<file path="src/design/gmps_pkg.sv">
// gmps_pkg: widths, types and helpers shared by the grid maximum path sum block
// no dependencies; used by gmps_seq, gmps_dp and grid_max_path_sum
package gmps_pkg;

    localparam int MAX_N = 128;
    localparam int IDX_W = (MAX_N > 1) ? $clog2(MAX_N) : 1;
    localparam int CNT_W = $clog2(MAX_N + 1);
    localparam int VAL_W = 8;
    localparam int CFG_W = 8;
    localparam int SUM_W = 15;

    typedef logic [IDX_W-1:0] idx_t;
    typedef logic [CNT_W-1:0] cnt_t;
    typedef logic [VAL_W-1:0] val_t;
    typedef logic [CFG_W-1:0] cfg_t;
    typedef logic [SUM_W-1:0] sum_t;

    localparam sum_t SUM_MAX = {SUM_W{1'b1}};

    // cell tag carried from the traversal counters into the compute stage
    typedef struct packed {
        idx_t col;
        logic row_first;
        logic col_first;
        logic has_right;
        logic last_row;
        logic last_cell;
        logic fwd;
        val_t value;
    } cell_tag_t;

    function automatic cnt_t eff_size(input cfg_t g);
        int unsigned v;
        v = 32'(g);
        if (v == 0) v = 1;
        if (v > MAX_N) v = MAX_N;
        return cnt_t'(v);
    endfunction

endpackage

</file>
<file path="src/design/gmps_ram.sv">
// gmps_ram: generic single-write, single-read memory with registered read data
// no dependencies
module gmps_ram #(
    parameter int WIDTH = 8,
    parameter int DEPTH = 16
) (
    input  logic                                       clk,
    input  logic                                       we,
    input  logic [((DEPTH > 1) ? $clog2(DEPTH) : 1)-1:0] waddr,
    input  logic [WIDTH-1:0]                           wdata,
    input  logic                                       re,
    input  logic [((DEPTH > 1) ? $clog2(DEPTH) : 1)-1:0] raddr,
    output logic [WIDTH-1:0]                           rdata
);

    logic [WIDTH-1:0] mem [DEPTH];

    always_ff @(posedge clk) begin
        if (we) begin
            mem[waddr] <= wdata;
        end
        if (re) begin
            rdata <= mem[raddr];
        end
    end

endmodule

</file>
<file path="src/design/gmps_seq.sv">
// gmps_seq: grid size register, row and column counters, input stage and row memory read
// depends on gmps_pkg
module gmps_seq (
    input  logic                    aclk,
    input  logic                    aresetn,
    input  logic                    cfg_we,
    input  gmps_pkg::cfg_t          cfg_wdata,
    input  logic                    s_valid,
    output logic                    s_ready,
    input  gmps_pkg::val_t          s_cell_value,
    input  logic                    hold,
    output logic                    cell_valid,
    output gmps_pkg::cell_tag_t     cell_tag,
    output logic                    rd_en,
    output gmps_pkg::idx_t          rd_addr
);

    gmps_pkg::cfg_t      grid_size_reg;
    gmps_pkg::idx_t      row_index_reg, row_index_next;
    gmps_pkg::idx_t      col_index_reg, col_index_next;
    logic                cell_valid_reg, cell_valid_next;
    gmps_pkg::cell_tag_t cell_tag_reg;
    gmps_pkg::cell_tag_t tag_in;
    gmps_pkg::cnt_t      n_eff;
    gmps_pkg::cnt_t      col_cnt, row_cnt;
    logic                adv, accept, has_right, last_row;

    assign n_eff   = gmps_pkg::eff_size(grid_size_reg);
    assign col_cnt = gmps_pkg::cnt_t'(col_index_reg);
    assign row_cnt = gmps_pkg::cnt_t'(row_index_reg);

    assign adv     = cell_valid_reg && !hold;
    assign s_ready = !cell_valid_reg || adv;
    assign accept  = s_valid && s_ready;

    assign has_right = gmps_pkg::cnt_t'(col_cnt + gmps_pkg::cnt_t'(1)) < n_eff;
    assign last_row  = gmps_pkg::cnt_t'(row_cnt + gmps_pkg::cnt_t'(1)) >= n_eff;

    assign rd_addr = gmps_pkg::idx_t'(col_index_reg + gmps_pkg::idx_t'(1));
    assign rd_en   = accept && has_right;

    always_comb begin
        tag_in.col       = col_index_reg;
        tag_in.row_first = (row_index_reg == '0);
        tag_in.col_first = (col_index_reg == '0);
        tag_in.has_right = has_right;
        tag_in.last_row  = last_row;
        tag_in.last_cell = !has_right && last_row;
        // entry written by the cell now leaving the compute stage
        tag_in.fwd       = adv && has_right && (cell_tag_reg.col == rd_addr);
        tag_in.value     = s_cell_value;
    end

    always_comb begin
        row_index_next  = row_index_reg;
        col_index_next  = col_index_reg;
        cell_valid_next = cell_valid_reg;
        if (accept) begin
            cell_valid_next = 1'b1;
            if (has_right) begin
                col_index_next = rd_addr;
            end else if (!last_row) begin
                col_index_next = '0;
                row_index_next = gmps_pkg::idx_t'(row_index_reg + gmps_pkg::idx_t'(1));
            end else begin
                col_index_next = '0;
                row_index_next = '0;
            end
        end else if (adv) begin
            cell_valid_next = 1'b0;
        end
        if (cfg_we) begin
            row_index_next = '0;
            col_index_next = '0;
        end
    end

    always_ff @(posedge aclk) begin
        if (!aresetn) begin
            grid_size_reg  <= gmps_pkg::cfg_t'(1);
            row_index_reg  <= '0;
            col_index_reg  <= '0;
            cell_valid_reg <= 1'b0;
        end else begin
            if (cfg_we) begin
                grid_size_reg <= cfg_wdata;
            end
            row_index_reg  <= row_index_next;
            col_index_reg  <= col_index_next;
            cell_valid_reg <= cell_valid_next;
        end
    end

    always_ff @(posedge aclk) begin
        if (accept) begin
            cell_tag_reg <= tag_in;
        end
    end

    assign cell_valid = cell_valid_reg;
    assign cell_tag   = cell_tag_reg;

`ifndef SYNTHESIS
    a_col_in_grid: assert property (@(posedge aclk) disable iff (!aresetn)
        col_cnt < n_eff)
        else $error("column counter outside grid");

    a_row_in_grid: assert property (@(posedge aclk) disable iff (!aresetn)
        row_cnt < n_eff)
        else $error("row counter outside grid");

    a_accept_loads: assert property (@(posedge aclk) disable iff (!aresetn)
        accept |=> cell_valid_reg)
        else $error("accepted cell missing from compute stage");

    a_hold_keeps: assert property (@(posedge aclk) disable iff (!aresetn)
        (cell_valid_reg && !adv) |=> (cell_valid_reg && $stable(cell_tag_reg)))
        else $error("held cell changed");
`endif

endmodule

</file>
<file path="src/design/gmps_dp.sv">
// gmps_dp: compute stage with three-way max, saturating add, final-row maximum and result register
// depends on gmps_pkg
module gmps_dp (
    input  logic                    aclk,
    input  logic                    aresetn,
    input  logic                    cfg_we,
    input  logic                    cell_valid,
    input  gmps_pkg::cell_tag_t     cell_tag,
    input  gmps_pkg::sum_t          rd_data,
    output logic                    hold,
    output logic                    wr_en,
    output gmps_pkg::idx_t          wr_addr,
    output gmps_pkg::sum_t          wr_data,
    output logic                    m_valid,
    input  logic                    m_ready,
    output gmps_pkg::sum_t          m_best_sum
);

    gmps_pkg::sum_t above_reg, left_reg, first_reg, fwd_data_reg;
    gmps_pkg::sum_t last_best_reg, last_best_next;
    gmps_pkg::sum_t m_best_sum_reg;
    logic           m_valid_reg, m_valid_next;
    gmps_pkg::sum_t right, above, best, sum, run_best;
    logic [gmps_pkg::SUM_W:0] sum_wide;
    logic           adv;

    assign right = cell_tag.fwd ? fwd_data_reg : rd_data;
    assign above = cell_tag.col_first ? first_reg : above_reg;

    always_comb begin
        best = '0;
        if (!cell_tag.row_first) begin
            best = above;
            if (!cell_tag.col_first && (left_reg > best)) begin
                best = left_reg;
            end
            if (cell_tag.has_right && (right > best)) begin
                best = right;
            end
        end
    end

    assign sum_wide = {1'b0, best} + (gmps_pkg::SUM_W + 1)'(cell_tag.value);
    assign sum      = (sum_wide > {1'b0, gmps_pkg::SUM_MAX}) ? gmps_pkg::SUM_MAX
                                                             : sum_wide[gmps_pkg::SUM_W-1:0];
    assign run_best = (cell_tag.last_row && (sum > last_best_reg)) ? sum : last_best_reg;

    assign hold = cell_valid && cell_tag.last_cell && m_valid_reg && !m_ready;
    assign adv  = cell_valid && !hold;

    assign wr_en   = adv;
    assign wr_addr = cell_tag.col;
    assign wr_data = sum;

    always_comb begin
        last_best_next = last_best_reg;
        m_valid_next   = m_valid_reg;
        if (m_ready) begin
            m_valid_next = 1'b0;
        end
        if (adv) begin
            if (cell_tag.last_cell) begin
                last_best_next = '0;
                m_valid_next   = 1'b1;
            end else begin
                last_best_next = run_best;
            end
        end
        if (cfg_we) begin
            last_best_next = '0;
        end
    end

    always_ff @(posedge aclk) begin
        if (!aresetn) begin
            last_best_reg <= '0;
            m_valid_reg   <= 1'b0;
        end else begin
            last_best_reg <= last_best_next;
            m_valid_reg   <= m_valid_next;
        end
    end

    always_ff @(posedge aclk) begin
        if (adv) begin
            left_reg     <= above;
            above_reg    <= right;
            fwd_data_reg <= sum;
            if (cell_tag.col_first) begin
                first_reg <= sum;
            end
            if (cell_tag.last_cell) begin
                m_best_sum_reg <= run_best;
            end
        end
    end

    assign m_valid    = m_valid_reg;
    assign m_best_sum = m_best_sum_reg;

endmodule

</file>
<file path="src/design/grid_max_path_sum.sv">
// grid_max_path_sum: top level, row memory plus traversal and compute stages
// depends on gmps_pkg, gmps_ram, gmps_seq, gmps_dp
//
// channel   direction  handshake            payload
// s_        in         s_valid / s_ready    s_cell_value[7:0]
// m_        out        m_valid / m_ready    m_best_sum[14:0]
// cfg_      in         cfg_we               cfg_wdata[7:0]
//
// one cell per cycle, set by the single read port of the row memory
// result is registered once the last cell of a grid leaves the compute stage
// input stalls only while the last cell of a grid waits on an untaken result
// reset clears control state only, no memory clearing pass
module grid_max_path_sum (
    input  logic                    aclk,
    input  logic                    aresetn,
    input  logic                    cfg_we,
    input  logic [7:0]              cfg_wdata,
    input  logic                    s_valid,
    output logic                    s_ready,
    input  logic [7:0]              s_cell_value,
    output logic                    m_valid,
    input  logic                    m_ready,
    output logic [14:0]             m_best_sum
);

    logic                cell_valid, hold;
    gmps_pkg::cell_tag_t cell_tag;
    logic                rd_en, wr_en;
    gmps_pkg::idx_t      rd_addr, wr_addr;
    gmps_pkg::sum_t      rd_data, wr_data;

    gmps_seq u_seq (
        .aclk         (aclk),
        .aresetn      (aresetn),
        .cfg_we       (cfg_we),
        .cfg_wdata    (cfg_wdata),
        .s_valid      (s_valid),
        .s_ready      (s_ready),
        .s_cell_value (s_cell_value),
        .hold         (hold),
        .cell_valid   (cell_valid),
        .cell_tag     (cell_tag),
        .rd_en        (rd_en),
        .rd_addr      (rd_addr)
    );

    gmps_ram #(
        .WIDTH (gmps_pkg::SUM_W),
        .DEPTH (gmps_pkg::MAX_N)
    ) u_row_ram (
        .clk   (aclk),
        .we    (wr_en),
        .waddr (wr_addr),
        .wdata (wr_data),
        .re    (rd_en),
        .raddr (rd_addr),
        .rdata (rd_data)
    );

    gmps_dp u_dp (
        .aclk       (aclk),
        .aresetn    (aresetn),
        .cfg_we     (cfg_we),
        .cell_valid (cell_valid),
        .cell_tag   (cell_tag),
        .rd_data    (rd_data),
        .hold       (hold),
        .wr_en      (wr_en),
        .wr_addr    (wr_addr),
        .wr_data    (wr_data),
        .m_valid    (m_valid),
        .m_ready    (m_ready),
        .m_best_sum (m_best_sum)
    );

endmodule

</file>
<file path="config.mk">
export PLATFORM = sky130hd
export DESIGN_NAME = grid_max_path_sum
export DESIGN_NICKNAME = d
export VERILOG_FILES = /design/src/design/gmps_pkg.sv /design/src/design/gmps_ram.sv /design/src/design/gmps_seq.sv /design/src/design/gmps_dp.sv /design/src/design/grid_max_path_sum.sv
export SDC_FILE = /design/constraint.sdc
export NUM_CORES = 2
export LEC_CHECK = 0
export BUFFER_PORTS_ARGS = -buffer_cell sky130_fd_sc_hd__clkbuf_2
export CAP_MARGIN = 20
export CORE_MARGIN = 8
export CORE_UTILIZATION = 62
export DETAILED_ROUTE_END_ITERATION = 10
export GPL_TIMING_DRIVEN = 0
export PLACE_DENSITY_LB_ADDON = 0.15
export SLEW_MARGIN = 20
export SYNTH_ARGS = -nofsm -noshare
export SYNTH_HDL_FRONTEND = slang
export SYNTH_HIERARCHICAL = 1
export SYNTH_SLANG_ARGS = --single-unit
export TNS_END_PERCENT = 5
</file>
<file path="constraint.sdc">
create_clock -name aclk -period 15.46 [get_ports aclk]
set_clock_uncertainty 0.05 [all_clocks]
set_input_delay 2.319 -clock aclk [delete_from_list [all_inputs] [get_ports aclk]]
set_output_delay 2.319 -clock aclk [all_outputs]
set_load 0.1 [all_outputs]
</file>
==> flow_summary.json <==
{
  "synth_flop_cell": "edfxtp_1",
  "first_global_vias": 39200,
  "start_util_pct": 62.3,
  "antenna_found_initial": 14,
  "largest_register_ffs": 1920,
  "grt_pass1_wl_microns": 284000,
  "post-route-period-util_pct": 72.7,
  "crit_arrival_ns": 11.75,
  "die_y_microns": 379,
  "final_layout_size_suffix_gt1_share_pct": 32.4,
  "leakage_nw": 29.3,
  "place_congestion": 0.881,
  "ys_ff_latch": 2070,
  "grt_overflow": 0,
  "start_kind": "flip-flop",
  "layout_commonest_cell": "edfxtp_1",
  "drt_pass1_iterations": 6,
  "status": "completed",
  "cts_tree": "done",
  "synth_area_sq_um": 81800,
  "synth_async_sr_flop_share_pct": 0,
  "fin_util_pct": 70.9,
  "worst_path_max_delay_cell": "a21oi_1",
  "vias_per_cell": 6.79,
  "cp_max_fo": 44,
  "cts_made_buffers": 200,
  "synth.avg_cell_area_sq_um": 22.4,
  "nets": 4104,
  "die_area_sq_um": 144000,
  "finalSetupTns_ns": 0,
  "ys_warn_count": 6,
  "num_rows": 133,
  "finalHoldWorstSlack_ns": 0.434,
  "period_minus_slack_ns": 11.24,
  "ir_worst_vdd_mv": 0.121,
  "port_buffers": 37,
  "cts_sinks": 2070,
  "maxCapViolCount": 0,
  "die_w_microns": 379,
  "core_area_sq_um": 131000,
  "setup_viol": 0,
  "pin_count": 38,
  "clock.fmax_mhz": 89.0,
  "layout_common_cells": "edfxtp_1, mux4_2, clkbuf_16",
  "drc_errors": 0,
  "track_usage_pct": 27.9,
  "synth-edff-count": 2031,
  "ant_nets": 0,
  "hold_violations": 0,
  "vias": 40300,
  "cts_resized": 0,
  "drt_iter0_drc": 5731,
  "syn_to_final_growth_pct": 13.7,
  "relSlewSlack_pct": 28.8,
  "worst_pin_slew_ns": 1.07,
  "critical_path.max_stage_delay_ns": 0.63,
  "stdcell_count": 5940,
  "cts_setup_buffers": 0,
  "placed_cells": 5563,
  "clockBufferDepth": 3,
  "syn_inst": 3648,
  "hold_class": "flip-flop to flip-flop",
  "drv_slew": 0,
  "crit_path_end_kind": "flip-flop",
  "yosysSeqAreaShare_pct": 75.5,
  "grt_max_degree": 100,
  "drt-total-wl_microns": 198000,
  "required_ns": 15.97,
  "htree_levels": 4,
  "syn_nets": 3742,
  "p_per_area_nw_per_um2": 125,
  "rsz0062_at_grt": "no",
  "post_drt_wl_per_cell_microns": 33.4,
  "criticalPathCategory": "flip-flop to flip-flop",
  "insertion_delay_ns": 0.82,
  "yosysUniqueCellTypes": 77,
  "dp_hpwl_microns": 131000,
  "clock-root-buffer": "clkbuf_16",
  "cts.clk_slew.worst_paths_ns": 0.06,
  "hold_buffers": 0
}
[cells in the mapped netlist, drive strengths merged (28+ instances only)]
cell    count  area, sq um
clkbuf    108          407
mux2i      37          370
mux2       44          503
nand3      28          140
nor2      165          622
mux4      630        14200
dfxtp      39          781
inv        60          233
buf        77          399
a21oi      50          250
nand2      66          248
o21ai      29          145
ha         72          901
edfxtp   2031        61000
[path summary, 6_finish.rpt]
check                                                   startpoint                                 end  slack [ns]  depth (start not counted)
worst max-delay path                  u_seq/cell_tag[12]$_DFFE_PP_       u_dp/m_best_sum[13]$_DFFE_PP_        4.22                         40
worst min-delay path            u_dp/last_best_reg[1]$_SDFFE_PP0P_  u_dp/last_best_reg[1]$_SDFFE_PP0P_        0.43                          1
worst max register to register        u_seq/cell_tag[12]$_DFFE_PP_       u_dp/m_best_sum[13]$_DFFE_PP_        4.22                         40
worst min register to register  u_dp/last_best_reg[1]$_SDFFE_PP0P_  u_dp/last_best_reg[1]$_SDFFE_PP0P_        0.43                          1
[cell type report]
| type | count | area (sq um) |
|---|---|---|
| clock inverter | 128 | 1240 |
| antenna | 4 | 10.0 |
| multi-input combinational | 1332 | 19400 |
| clock buffer | 245 | 5240 |
| sequential | 2070 | 61800 |
| fill | 7587 | 38300 |
| timing repair buffer | 160 | 2060 |
| tap | 1755 | 2200 |
| inverter | 61 | 267 |
| buffer | 185 | 831 |
[through the flow]
| stage | total power [mW] | setup slack [ns] | instance area (sq um) |
|---|---|---|---|
| floorplan | 6.70 | 3.60 | 81800 |
| global placement | 6.91 | -3.79 | 84200 |
| detailed placement | 6.92 | 4.49 | 86500 |
| CTS | 11.7 | 4.36 | 93000 |
| global route | 11.9 | 3.48 | 93000 |
| finish | 11.6 | 4.22 | 93000 |
[worst max-delay path: cells and delay by family (launching register included)]
family                     cells  cell delay, ns
muxes                          3            1.02
DFF                            1            0.31
and+or+nand+nor                5            1.10
buffers and inverters         11            3.07
AOI/OAI and AO/OA             17            4.17
adders and majority gates      4            1.24
[where the power goes]
group / switching [mW] / total, mW / leakage [nW] / internal, mW
Sequential: 0.0106 / 6.22 / 18.8 / 6.21
Clock: 2.06 / 4.79 / 3.17 / 2.73
Combinational: 0.379 / 0.586 / 7.34 / 0.208
Total: 2.45 / 11.6 / 29.3 / 9.15
[cell families (layout without fill, tap and decap cells)]
kind of cell / count (synthesis) / count (layout) / synth area share [%]
buffers and inverters: 246 / 779 / 1.27
muxes: 711 / 711 / 18.4
other: 0 / 4 / 0
adders and majority gates: 73 / 73 / 1.13
xor gates and xnor gates: 22 / 22 / 0.236
and+or+nand+nor: 366 / 366 / 2.11
DFF: 2070 / 2070 / 75.5
AOI/OAI and AO/OA: 160 / 160 / 1.33
[per-layer routing]
layer  vias up  global-route usage [%]  routed length, microns  part of all wire [%]
met5         -                       0                      13                0.0066
met4         2                    7.87                    5720                   2.9
met3       289                    5.25                   21200                    11
met2      2412                    43.4                   94700                    48
met1     21400                    41.3                   76700                    39
li1      16200                       -                       -                     -
Note: power is estimated with default switching activity, not from simulation.
